`src/rtl/core/pmst_pkg.sv`:
```
// Package with sizes shared by the room tree block.
package pmst_pkg;
    localparam int ROOM_SLOTS  = 16;
    localparam int ROOM_BITS   = 4;
    localparam int COUNT_BITS  = 5;
    localparam int COORD_BITS  = 8;
    localparam int CENTER_BITS = COORD_BITS + 1;
    localparam int SQ_BITS     = 2 * CENTER_BITS;
    localparam int WEIGHT_BITS = SQ_BITS + 8;
    localparam int ENTRY_BITS  = 2 * CENTER_BITS;
endpackage

```
`src/rtl/core/pmst_ram.sv`:
```
// Generic single-write, single-read RAM with registered read data.
module pmst_ram #(
    parameter int WIDTH = 8,
    parameter int DEPTH = 16
) (
    input  logic                     clk,
    input  logic                     we,
    input  logic [$clog2(DEPTH)-1:0] waddr,
    input  logic [WIDTH-1:0]         wdata,
    input  logic [$clog2(DEPTH)-1:0] raddr,
    output logic [WIDTH-1:0]         rdata
);
    logic [WIDTH-1:0] mem [DEPTH];
    logic [WIDTH-1:0] rdata_reg;

    // Write port and registered read port.
    always_ff @(posedge clk)
    begin
        if (we)
        begin
            mem[waddr] <= wdata;
        end
        rdata_reg <= mem[raddr];
    end

    assign rdata = rdata_reg;
endmodule

```
`src/rtl/core/prim_mst_over_room_centers.sv`:
```
// Prim spanning tree over room centers: loads rooms, then emits tree edges.
//
// Input channel (in_valid / in_stall): one word per room, origin and size.
// Rooms load at one word per cycle. The word with last_room set closes the
// set and starts the tree run; in_stall stays high until the run is done.
// Rooms beyond sixteen are dropped; a root not below the count means room 0.
//
// Output channel (out_valid / out_stall): one word per tree round, n-1
// words for n rooms, or a single word with edge_valid low for one room.
// last_edge marks the final word, whose added_room is the stairs room.
//
// Each round walks all pairs i<j of the stored rooms through one
// shared square-and-compare unit. A crossing pair passes the read, square
// and compare states, a pair that does not cross only the read state, and
// each round ends with an emit state.
// The output word sits in a register; if the receiver stalls, the block
// holds at the end of the next round until the word is taken.
// Reset clears the room count, tree flags and output valid; the stored
// centers are not cleared and are only read after being written.
module prim_mst_over_room_centers
    import pmst_pkg::*;
(
    input  logic                  clk,
    input  logic                  rst_n,
    input  logic                  in_valid,
    output logic                  in_stall,
    input  logic [COORD_BITS-1:0] room_x,
    input  logic [COORD_BITS-1:0] room_y,
    input  logic [COORD_BITS-1:0] room_width,
    input  logic [COORD_BITS-1:0] room_height,
    input  logic [ROOM_BITS-1:0]  root_room,
    input  logic                  last_room,
    output logic                  out_valid,
    input  logic                  out_stall,
    output logic [ROOM_BITS-1:0]  edge_room_low,
    output logic [ROOM_BITS-1:0]  edge_room_high,
    output logic [ROOM_BITS-1:0]  added_room,
    output logic                  edge_valid,
    output logic                  last_edge
);
    localparam logic [2:0] ST_IDLE = 3'd0;
    localparam logic [2:0] ST_RD   = 3'd1;
    localparam logic [2:0] ST_SQ   = 3'd2;
    localparam logic [2:0] ST_CMP  = 3'd3;
    localparam logic [2:0] ST_EMIT = 3'd4;

    logic [2:0]             state_reg, state_next;
    logic [COUNT_BITS-1:0]  loaded_reg, loaded_next;
    logic [COUNT_BITS-1:0]  n_reg, n_next;
    logic [COUNT_BITS-1:0]  round_reg, round_next;
    logic [ROOM_BITS-1:0]   i_reg, i_next, j_reg, j_next;
    logic [ROOM_SLOTS-1:0]  tree_reg, tree_next;
    logic                   single_reg, single_next;
    logic                   found_reg, found_next;
    logic [WEIGHT_BITS-1:0] best_w_reg, best_w_next;
    logic [ROOM_BITS-1:0]   best_i_reg, best_i_next, best_j_reg, best_j_next;
    logic [ROOM_BITS-1:0]   root_reg, root_next;
    logic [SQ_BITS-1:0]     sqx_reg, sqx_next, sqy_reg, sqy_next;
    logic                   ov_reg, ov_next;
    logic [ROOM_BITS-1:0]   lo_reg, lo_next, hi_reg, hi_next, add_reg, add_next;
    logic                   ev_reg, ev_next, le_reg, le_next;

    logic                   in_acc;
    logic                   store_room;
    logic [COORD_BITS-1:0]  half_w, half_h;
    logic [CENTER_BITS-1:0] ctr_col, ctr_row;
    logic [ENTRY_BITS-1:0]  ent_i, ent_j;
    logic [CENTER_BITS-1:0] dx, dy;
    logic [WEIGHT_BITS-1:0] weight;
    logic                   pair_last;
    logic [ROOM_BITS-1:0]   j_step;
    logic [COUNT_BITS-1:0]  n_load;
    logic [ROOM_BITS-1:0]   added;

    assign in_stall = (state_reg != ST_IDLE);
    assign in_acc   = in_valid && !in_stall;

    // Center of the incoming room, one bit wider than the origin.
    assign half_w  = (room_width == '0) ? '0 : (room_width - 1'b1) >> 1;
    assign half_h  = (room_height == '0) ? '0 : (room_height - 1'b1) >> 1;
    assign ctr_col = {1'b0, room_x} + {1'b0, half_w};
    assign ctr_row = {1'b0, room_y} + {1'b0, half_h};
    assign store_room = in_acc && (loaded_reg < COUNT_BITS'(ROOM_SLOTS));
    assign n_load = store_room ? loaded_reg + 1'b1 : loaded_reg;

    // Two copies of the center store give one read port per pair member.
    pmst_ram #(.WIDTH(ENTRY_BITS), .DEPTH(ROOM_SLOTS)) u_ram_i (
        .clk   (clk),
        .we    (store_room),
        .waddr (loaded_reg[ROOM_BITS-1:0]),
        .wdata ({ctr_col, ctr_row}),
        .raddr (i_reg),
        .rdata (ent_i)
    );

    pmst_ram #(.WIDTH(ENTRY_BITS), .DEPTH(ROOM_SLOTS)) u_ram_j (
        .clk   (clk),
        .we    (store_room),
        .waddr (loaded_reg[ROOM_BITS-1:0]),
        .wdata ({ctr_col, ctr_row}),
        .raddr (j_reg),
        .rdata (ent_j)
    );

    // Absolute differences of the pair's centers.
    assign dx = (ent_i[ENTRY_BITS-1:CENTER_BITS] >= ent_j[ENTRY_BITS-1:CENTER_BITS])
              ? ent_i[ENTRY_BITS-1:CENTER_BITS] - ent_j[ENTRY_BITS-1:CENTER_BITS]
              : ent_j[ENTRY_BITS-1:CENTER_BITS] - ent_i[ENTRY_BITS-1:CENTER_BITS];
    assign dy = (ent_i[CENTER_BITS-1:0] >= ent_j[CENTER_BITS-1:0])
              ? ent_i[CENTER_BITS-1:0] - ent_j[CENTER_BITS-1:0]
              : ent_j[CENTER_BITS-1:0] - ent_i[CENTER_BITS-1:0];

    // Weight 49*dx^2 + 256*dy^2 from the registered squares.
    assign weight = (WEIGHT_BITS'(sqx_reg) << 5) + (WEIGHT_BITS'(sqx_reg) << 4)
                  + WEIGHT_BITS'(sqx_reg) + (WEIGHT_BITS'(sqy_reg) << 8);

    // Pair walk: j runs up to n-1, then i steps and j restarts at i+1.
    assign pair_last = ({1'b0, i_reg} == n_reg - 2'd2) && ({1'b0, j_reg} == n_reg - 1'b1);
    assign j_step    = i_reg + 2'd2;
    assign added     = tree_reg[best_i_reg] ? best_j_reg : best_i_reg;

    always_comb
    begin
        state_next  = state_reg;
        loaded_next = loaded_reg;
        n_next      = n_reg;
        round_next  = round_reg;
        i_next      = i_reg;
        j_next      = j_reg;
        tree_next   = tree_reg;
        single_next = single_reg;
        found_next  = found_reg;
        best_w_next = best_w_reg;
        best_i_next = best_i_reg;
        best_j_next = best_j_reg;
        root_next   = root_reg;
        sqx_next    = sqx_reg;
        sqy_next    = sqy_reg;
        ov_next     = ov_reg && out_stall;
        lo_next     = lo_reg;
        hi_next     = hi_reg;
        add_next    = add_reg;
        ev_next     = ev_reg;
        le_next     = le_reg;

        case (state_reg)
            ST_IDLE:
            begin
                if (in_acc)
                begin
                    loaded_next = n_load;
                    if (last_room)
                    begin
                        loaded_next = '0;
                        n_next      = n_load;
                        root_next   = ({1'b0, root_room} < n_load) ? root_room : '0;
                        tree_next   = '0;
                        tree_next[root_next] = 1'b1;
                        single_next = (n_load <= COUNT_BITS'(1));
                        round_next  = COUNT_BITS'(1);
                        found_next  = 1'b0;
                        i_next      = '0;
                        j_next      = ROOM_BITS'(1);
                        state_next  = (n_load <= COUNT_BITS'(1)) ? ST_EMIT : ST_RD;
                    end
                end
            end
            ST_RD:
            begin
                // Only crossing pairs go through the square unit.
                if (tree_reg[i_reg] != tree_reg[j_reg])
                begin
                    state_next = ST_SQ;
                end
                else if (pair_last)
                begin
                    state_next = ST_EMIT;
                end
                else if ({1'b0, j_reg} == n_reg - 1'b1)
                begin
                    i_next = i_reg + 1'b1;
                    j_next = j_step;
                end
                else
                begin
                    j_next = j_reg + 1'b1;
                end
            end
            ST_SQ:
            begin
                sqx_next   = dx * dx;
                sqy_next   = dy * dy;
                state_next = ST_CMP;
            end
            ST_CMP:
            begin
                // Strict less keeps the earliest pair on a tie.
                if (!found_reg || weight < best_w_reg)
                begin
                    found_next  = 1'b1;
                    best_w_next = weight;
                    best_i_next = i_reg;
                    best_j_next = j_reg;
                end
                if (pair_last)
                begin
                    state_next = ST_EMIT;
                end
                else
                begin
                    state_next = ST_RD;
                    if ({1'b0, j_reg} == n_reg - 1'b1)
                    begin
                        i_next = i_reg + 1'b1;
                        j_next = j_step;
                    end
                    else
                    begin
                        j_next = j_reg + 1'b1;
                    end
                end
            end
            ST_EMIT:
            begin
                // Load the output word once the previous one is gone.
                if (!ov_reg || !out_stall)
                begin
                    ov_next = 1'b1;
                    if (single_reg)
                    begin
                        lo_next    = '0;
                        hi_next    = '0;
                        add_next   = root_reg;
                        ev_next    = 1'b0;
                        le_next    = 1'b1;
                        state_next = ST_IDLE;
                    end
                    else
                    begin
                        lo_next    = best_i_reg;
                        hi_next    = best_j_reg;
                        add_next   = added;
                        ev_next    = 1'b1;
                        le_next    = (round_reg == n_reg - 1'b1);
                        tree_next[added] = 1'b1;
                        round_next = round_reg + 1'b1;
                        found_next = 1'b0;
                        i_next     = '0;
                        j_next     = ROOM_BITS'(1);
                        state_next = (round_reg == n_reg - 1'b1) ? ST_IDLE : ST_RD;
                    end
                end
            end
            default:
            begin
                state_next = ST_IDLE;
            end
        endcase
    end

    // Control state.
    always_ff @(posedge clk or negedge rst_n)
    begin
        if (!rst_n)
        begin
            state_reg  <= ST_IDLE;
            loaded_reg <= '0;
            tree_reg   <= '0;
            ov_reg     <= 1'b0;
            found_reg  <= 1'b0;
            single_reg <= 1'b0;
            round_reg  <= '0;
            n_reg      <= '0;
            i_reg      <= '0;
            j_reg      <= '0;
        end
        else
        begin
            state_reg  <= state_next;
            loaded_reg <= loaded_next;
            tree_reg   <= tree_next;
            ov_reg     <= ov_next;
            found_reg  <= found_next;
            single_reg <= single_next;
            round_reg  <= round_next;
            n_reg      <= n_next;
            i_reg      <= i_next;
            j_reg      <= j_next;
        end
    end

    // Datapath and output word.
    always_ff @(posedge clk)
    begin
        best_w_reg <= best_w_next;
        best_i_reg <= best_i_next;
        best_j_reg <= best_j_next;
        root_reg   <= root_next;
        sqx_reg    <= sqx_next;
        sqy_reg    <= sqy_next;
        lo_reg     <= lo_next;
        hi_reg     <= hi_next;
        add_reg    <= add_next;
        ev_reg     <= ev_next;
        le_reg     <= le_next;
    end

    assign out_valid      = ov_reg;
    assign edge_room_low  = lo_reg;
    assign edge_room_high = hi_reg;
    assign added_room     = add_reg;
    assign edge_valid     = ev_reg;
    assign last_edge      = le_reg;
endmodule

```
`config.mk`:
```
export PLATFORM = sky130hd
export DESIGN_NAME = prim_mst_over_room_centers
export DESIGN_NICKNAME = d
export VERILOG_FILES = /design/src/rtl/core/pmst_pkg.sv /design/src/rtl/core/pmst_ram.sv /design/src/rtl/core/prim_mst_over_room_centers.sv
export SDC_FILE = /design/constraint.sdc
export NUM_CORES = 1
export LEC_CHECK = 0
export BUFFER_PORTS_ARGS = -buffer_cell sky130_fd_sc_hd__buf_2
export CAP_MARGIN = 20
export CELL_PAD_IN_SITES_DETAIL_PLACEMENT = 0
export CELL_PAD_IN_SITES_GLOBAL_PLACEMENT = 2
export CORE_ASPECT_RATIO = 0.9
export CORE_UTILIZATION = 49
export DETAILED_ROUTE_END_ITERATION = 10
export GPL_ROUTABILITY_DRIVEN = 0
export GPL_TIMING_DRIVEN = 0
export PLACE_DENSITY = 0.83
export SYNTH_ARGS = -nofsm -noshare
export SYNTH_HDL_FRONTEND = slang
export SYNTH_SLANG_ARGS = --single-unit
```
`constraint.sdc`:
```
create_clock -name clk -period 21.2 [get_ports clk]
set_input_delay 1.06 -clock clk [delete_from_list [all_inputs] [get_ports clk]]
set_output_delay 1.06 -clock clk [all_outputs]
set_load 0.03 [all_outputs]
```
==> impl_metrics.json, run 1 <==
{
  "run_status": "finished clean",
  "ys_seq_area_share_pct": 45.9,
  "fin_skew_ns": 0.0384,
  "coreArea_um2": 57200,
  "clk_path_buf_depth": 3,
  "grt_antenna_before_repair": 4,
  "pin_count": 57,
  "worstPathArrival_ns": 8.02,
  "cts.sinks": 454,
  "max_stage_delay_ns": 0.58,
  "grt_pass1_wl_mm": 105,
  "grt_usage_pct": 23.4,
  "rsz0062_at_grt": "no",
  "finalInstanceArea_um2": 32000,
  "port_buffers": 55,
  "ys_warn_count": 0,
  "postSynth.asyncResetShare_pct": 9.91,
  "period_share_pct": 36.2,
  "cp-start-kind": "register",
  "largest_reg_flops": 288,
  "num_vias": 17986,
  "max_freq_ghz": 0.130,
  "final.min_clock_period_ns": 7.68,
  "synth_cell_types": 87,
  "die_w_um": 256,
  "critPathSlowestCell": "fa_1",
  "finalWirelength_mm": 67.6,
  "cts-resized-gates": 0,
  "grt_pass1_vias": 18091,
  "grt_start_max_net_pins": 46,
  "dr.pass1.iters": 5,
  "clk_latency_ns": 0.63,
  "syn_inst": 2171,
  "syn_to_final_growth_pct": 12.6,
  "nNetsFinal": 2651,
  "routedWlPerCell_um": 21.6,
  "tightest_slew_ns": 1.08,
  "regToRegStartpoint": "u_ram_i.rdata[11]",
  "syn-num-nets": 2500,
  "drive_above_1_share_pct": 18.5,
  "die_area_um2": 59000,
  "cts_setup_buffers": 0,
  "finalSetupViolations": 0,
  "synth-seq-cells": 454,
  "cts_root_buffer": "clkbuf_16",
  "dp_cells": 3022,
  "drt_iter0_markers": 1469,
  "tns_ns": 0,
  "hold_viol_final": 0,
  "gr-total-overflow": 0,
  "cts_tree": "done",
  "placed_cell_area_um2": 30200,
  "synth.area.top_cells": "edfxtp_1 (39%), mux4_2 (15%), ha_1 (8.3%)",
  "synthFlopType": "edfxtp_1",
  "cp_max_fo": 10,
  "maxCapViolCount": 0,
  "cts_max_level": 2,
  "nFillCells": 4712,
  "path_clk_slew_ns": 0.06,
  "cts_hold_buffers": 0,
  "cp.required_ns": 21.54,
  "synth_edf_count": 373,
  "die_h_um": 230,
  "hpwl_mm": 50.7,
  "initial_core_util_pct": 49.7,
  "synth_top_area_share_pct": 39.4,
  "yosys.area.top_type": "edfxtp_1",
  "final_cell_count_no_fill": 3128,
  "cpMostUsedCell": "inv_1",
  "r2r_end": "sqx_reg[17]",
  "n_antenna_cell": 0,
  "min_path_type": "primary input to asynchronous set/reset pin",
  "critical_path_class": "register to register",
  "ant_nets": 0,
  "yosys-top-cells-count": "edfxtp_1 (373), inv_1 (303), mux4_2 (194)",
  "relSlewSlack_pct": 28.2,
  "cts-buffers-inserted": 49,
  "yosysMostFrequentCell": "edfxtp_1",
  "avgSynthCellArea_um2": 13.1,
  "via_per_inst": 5.75,
  "row_count": 83,
  "worst_hold_slack_ns": 0.337,
  "drc": 0,
  "syn_area_um2": 28400,
  "end_kind": "register",
  "reg2reg_depth": 28,
  "slew_viol_final": 0,
  "reg2reg_slack_ns": 13.52
}
[cell type report]
| cell class | instances | area [um^2] | share of cell area, % |
|---|---|---|---|
| Clock inverter | 27 | 304 | 0.950 |
| Sequential cell | 454 | 13000 | 40.8 |
| Tap cell | 765 | 957 | 2.99 |
| Multi-Input combinational cell | 1331 | 13900 | 43.6 |
| Inverter | 307 | 1150 | 3.60 |
| Buffer | 79 | 344 | 1.08 |
| Timing Repair Buffer | 100 | 895 | 2.80 |
| Clock buffer | 65 | 1360 | 4.24 |
[per-stage QoR]
step	utilization, %	setup WS (ns)
floorplan	-	14.33
global placement	51.8	12.88
detailed placement	52.8	13.47
CTS	55.7	13.42
global route	55.9	12.96
finish	55.9	13.52
[cells in the final DEF (no fill, tap or decap), types with 17 or more instances in the layout]
cell type	count
edfxtp_1	373
inv_1	303
mux4_2	194
ha_1	188
nor2_1	147
fa_1	100
a21oi_1	93
nand2_1	91
xnor2_1	71
buf_2	66
clkbuf_1	58
o21ai_0	56
clkbuf_16	49
dfrtp_1	45
xor2_1	39
dfxtp_1	36
a21o_1	29
nor3_1	28
nand2b_1	28
nor2b_1	27
buf_8	19
nand3_1	18
mux2i_1	17
[metal layers]
metal | up-vias | routed length [um] | track usage, %
li1 | 8210 | - | -
met1 | 9082 | 29100 | 32.9
met2 | 592 | 32400 | 38.2
met3 | 98 | 4680 | 3.60
met4 | 4 | 1420 | 5.99
met5 | - | 27 | 0
[critical path: cells and delay by family (launching register included)]
family | cells | cell delay, ns
fa+ha+maj | 6 | 2.40
compound gates | 7 | 1.69
simple gates | 6 | 1.15
buf+inv | 6 | 0.74
xor+xnor | 2 | 0.73
flops | 1 | 0.38
mux | 1 | 0.31
[how the worst max path moves through the flow]
stage / from / to / slack [ns] / cells past startpoint
6_report: u_ram_i.rdata[11] / sqx_reg[17] / 13.52 / 28
5_1_grt: u_ram_i.rdata[11] / sqx_reg[17] / 12.96 / 29
2_1_floorplan: u_ram_i.rdata[10] / sqx_reg[17] / 14.33 / 27
4_1_cts: u_ram_i.rdata[11] / sqx_reg[17] / 13.42 / 28
3_5_place_dp: u_ram_i.rdata[11] / sqx_reg[17] / 13.47 / 28
3_3_place_gp: sqx_reg[3] / best_i_reg[1] / 12.88 / 18
[cell families (layout without fill, tap and decap cells)]
| logic type | count (synthesis) | in the layout | synth area share, % |
|---|---|---|---|
| xor+xnor | 113 | 113 | 3.59 |
| compound gates | 289 | 289 | 6.49 |
| simple gates | 420 | 420 | 6.99 |
| mux | 221 | 221 | 16.5 |
| fa+ha+maj | 288 | 288 | 15.3 |
| buf+inv | 386 | 578 | 5.26 |
| flops | 454 | 454 | 45.9 |
Power of run 1 is left out: the tool's default activity adds up to more than one toggle a clock period on the data nets, which glitch-free logic cannot reach.
==> run 2: changes to the inputs <==
ABC_AREA = 1   (was unset)
CORE_UTILIZATION = 41   (was 49)
PLACE_DENSITY = 0.79   (was 0.83)
clock period = 7.8 ns   (was 21.2 ns; I/O delays follow)
==> impl_metrics.json, run 2 <==
{
  "synthFlopType": "edfxtp_1",
  "routedWlPerCell_um": 23.0,
  "end_kind": "register",
  "reg2reg_slack_ns": 1.54,
  "maxCapViolCount": 0,
  "hold_depth": 2,
  "synth.area.top_cells": "edfxtp_1 (37%), o21ai_0 (8.2%), ha_1 (7.9%)",
  "crit_buf_inv": 8,
  "grt_start_max_net_pins": 46,
  "cp_max_fo": 10,
  "relSlewSlack_pct": 21.1,
  "synth_cell_types": 56,
  "vdd_drop_max_mv": 0.158,
  "die_h_um": 258,
  "final_common_cell": "inv_1",
  "die_area_um2": 74000,
  "coreArea_um2": 71900,
  "syn-num-nets": 3700,
  "cpMostUsedCell": "inv_1",
  "finalSetupViolations": 0,
  "cts_max_level": 2,
  "syn_area_um2": 29900,
  "die_w_um": 287,
  "path_clk_slew_ns": 0.06,
  "drc": 0,
  "mostFrequentLayoutCells": "inv_1 (491), o21ai_0 (490), nand2_1 (428)",
  "hp-start": "room_x[7]",
  "pin_count": 57,
  "avgSynthCellArea_um2": 8.87,
  "period_share_pct": 80.3,
  "run_status": "finished clean",
  "ys_seq_area_share_pct": 43.6,
  "dp_slack_ns": 1.48,
  "min_path_type": "primary input to register",
  "num_vias": 25338,
  "cp.required_ns": 8.17,
  "largest_reg_flops": 288,
  "final.min_clock_period_ns": 6.26,
  "gr-total-overflow": 0,
  "cts_root_buffer": "clkbuf_16",
  "nFillCells": 6917,
  "max_stage_delay_ns": 0.60,
  "reg2reg_depth": 28,
  "grt_antenna_before_repair": 2,
  "n_antenna_cell": 0,
  "rsz0062_at_grt": "no",
  "fin_skew_ns": 0.0779,
  "r2r_end": "sqx_reg[15]",
  "nNetsFinal": 3838,
  "row_count": 93,
  "clk_path_buf_depth": 3,
  "drt_iter0_markers": 2777,
  "cts-buffers-inserted": 52,
  "grt_pass1_vias": 24545,
  "critPathSlowestCell": "fa_1",
  "postSynth.asyncResetShare_pct": 9.91,
  "slew_viol_final": 0,
  "layout_setup_ws_ns": 1.54,
  "p_per_area_nw_per_um2": 161,
  "worst_hold_slack_ns": 0.0972,
  "clk_latency_ns": 0.65,
  "via_per_inst": 5.63,
  "yosys-top-cells-count": "inv_1 (491), o21ai_0 (490), nand2_1 (428)",
  "drive_above_1_share_pct": 8.17,
  "dr.pass1.iters": 6,
  "critical_path.top_delay_family": "adder cells",
  "critPathLaunch": "u_ram_i.rdata[15]",
  "ant_nets": 0,
  "critical_path_class": "register to register",
  "ys_warn_count": 0,
  "max_freq_ghz": 0.160,
  "hold_viol_final": 0,
  "cts-resized-gates": 0,
  "synth_top_area_share_pct": 37.5,
  "grt_pass1_wl_mm": 153,
  "p_leak_nw": 14.5,
  "yosys.area.top_type": "edfxtp_1",
  "syn_inst": 3371,
  "syn_to_final_growth_pct": 12.4,
  "hold_end": "u_ram_j.mem[4][16]",
  "grt_usage_pct": 27.6,
  "tightest_slew_ns": 1.17,
  "cts.sinks": 454,
  "cp-start-kind": "register",
  "synth_edf_count": 373,
  "yosysMostFrequentCell": "inv_1",
  "port_buffers": 56,
  "hpwl_mm": 77.2,
  "cts_tree": "done",
  "synth-seq-cells": 454,
  "finalWirelength_mm": 104,
  "initial_core_util_pct": 41.6,
  "regToRegStartpoint": "u_ram_i.rdata[15]",
  "worstPathArrival_ns": 6.63
}
[run 2: cell types whose count changed in the layout (fill, tap and decap cells not counted), moves of 147 or more]
cell,before,now
o21ai_0,56,490
nand2_1,91,428
inv_1,303,491
mux4_2,194,0
a21oi_1,93,240
nor2_1,147,337
[run 2: area by class of cell]
cell class | count | area (um^2) | share of cell area [%]
well taps | 950 | 1190 | 3.54
clock buffers | 71 | 1500 | 4.45
repair buffers | 84 | 659 | 1.96
inverters | 511 | 1930 | 5.74
multi-input cells | 2262 | 14500 | 43.0
flip-flops and latches | 454 | 13000 | 38.8
plain buffers | 144 | 588 | 1.75
clock inverters | 24 | 254 | 0.756
[run 2: worst register-to-register path: cells and delay by family (launching register included)]
family,cells,cell delay (ns)
AO/OA/AOI/OAI,4,0.92
XOR/XNOR,1,0.14
adder cells (fa/ha/maj),6,2.87
buffers and inverters,8,0.65
flip-flops,1,0.34
AND/OR/NAND/NOR,9,1.13
[run 2: where the power goes]
group	internal (mW)	leakage (nW)	total (mW)	switching [mW]
Combinational	0.0541	9.41	0.223	0.169
Clock	1.45	0.860	2.51	1.06
Sequential	2.69	4.19	2.69	0.0000000000000000102
[run 2: layer usage]
layer	global-route usage [%]	vias to the layer above	wire, um
li1	-	11681	-
met1	37.4	12205	43600
met2	42.4	1221	45200
met3	7.92	229	11500
met5	0	-	20
met4	9.09	2	3330
[run 2: what timing repair did]
action,CTS,global route
hold buffers,2,0
setup endpoints to repair,0,0
endpoints found under the hold margin,46,0
setup buffers,0,0
[run 2: kinds of logic after synthesis]
family          count (synthesis)  synth area share (%)
buf+inv                       655                  8.41
compound gates                900                  16.6
simple gates                  972                  13.8
xor+xnor                      102                  3.05
fa+ha+maj                     288                  14.6
flops                         454                  43.6
[run 2: how the worst max path moves through the flow]
stage,to,cells past startpoint,slack [ns]
finish,sqx_reg[15],28,1.54
global route,sqx_reg[15],28,1.10
CTS,sqx_reg[14],26,1.54
detailed placement,sqx_reg[14],26,1.48
global placement,best_w_reg[3],20,-1.50
floorplan,best_i_reg[0],20,1.26
[run 2: stage by stage]
stage	power, mW	instances	utilization, %	cell area (um^2)	setup TNS (ns)
floorplan	2.84	3371	-	29900	0
global placement	2.93	4377	43.6	31400	-49.33
detailed placement	2.96	4401	44.2	31800	0
CTS	5.45	4498	46.7	33600	0
global route	5.56	4500	46.7	33600	0
finish	5.42	4500	46.7	33600	0
No activity file was read; power rests on OpenSTA's default activity.
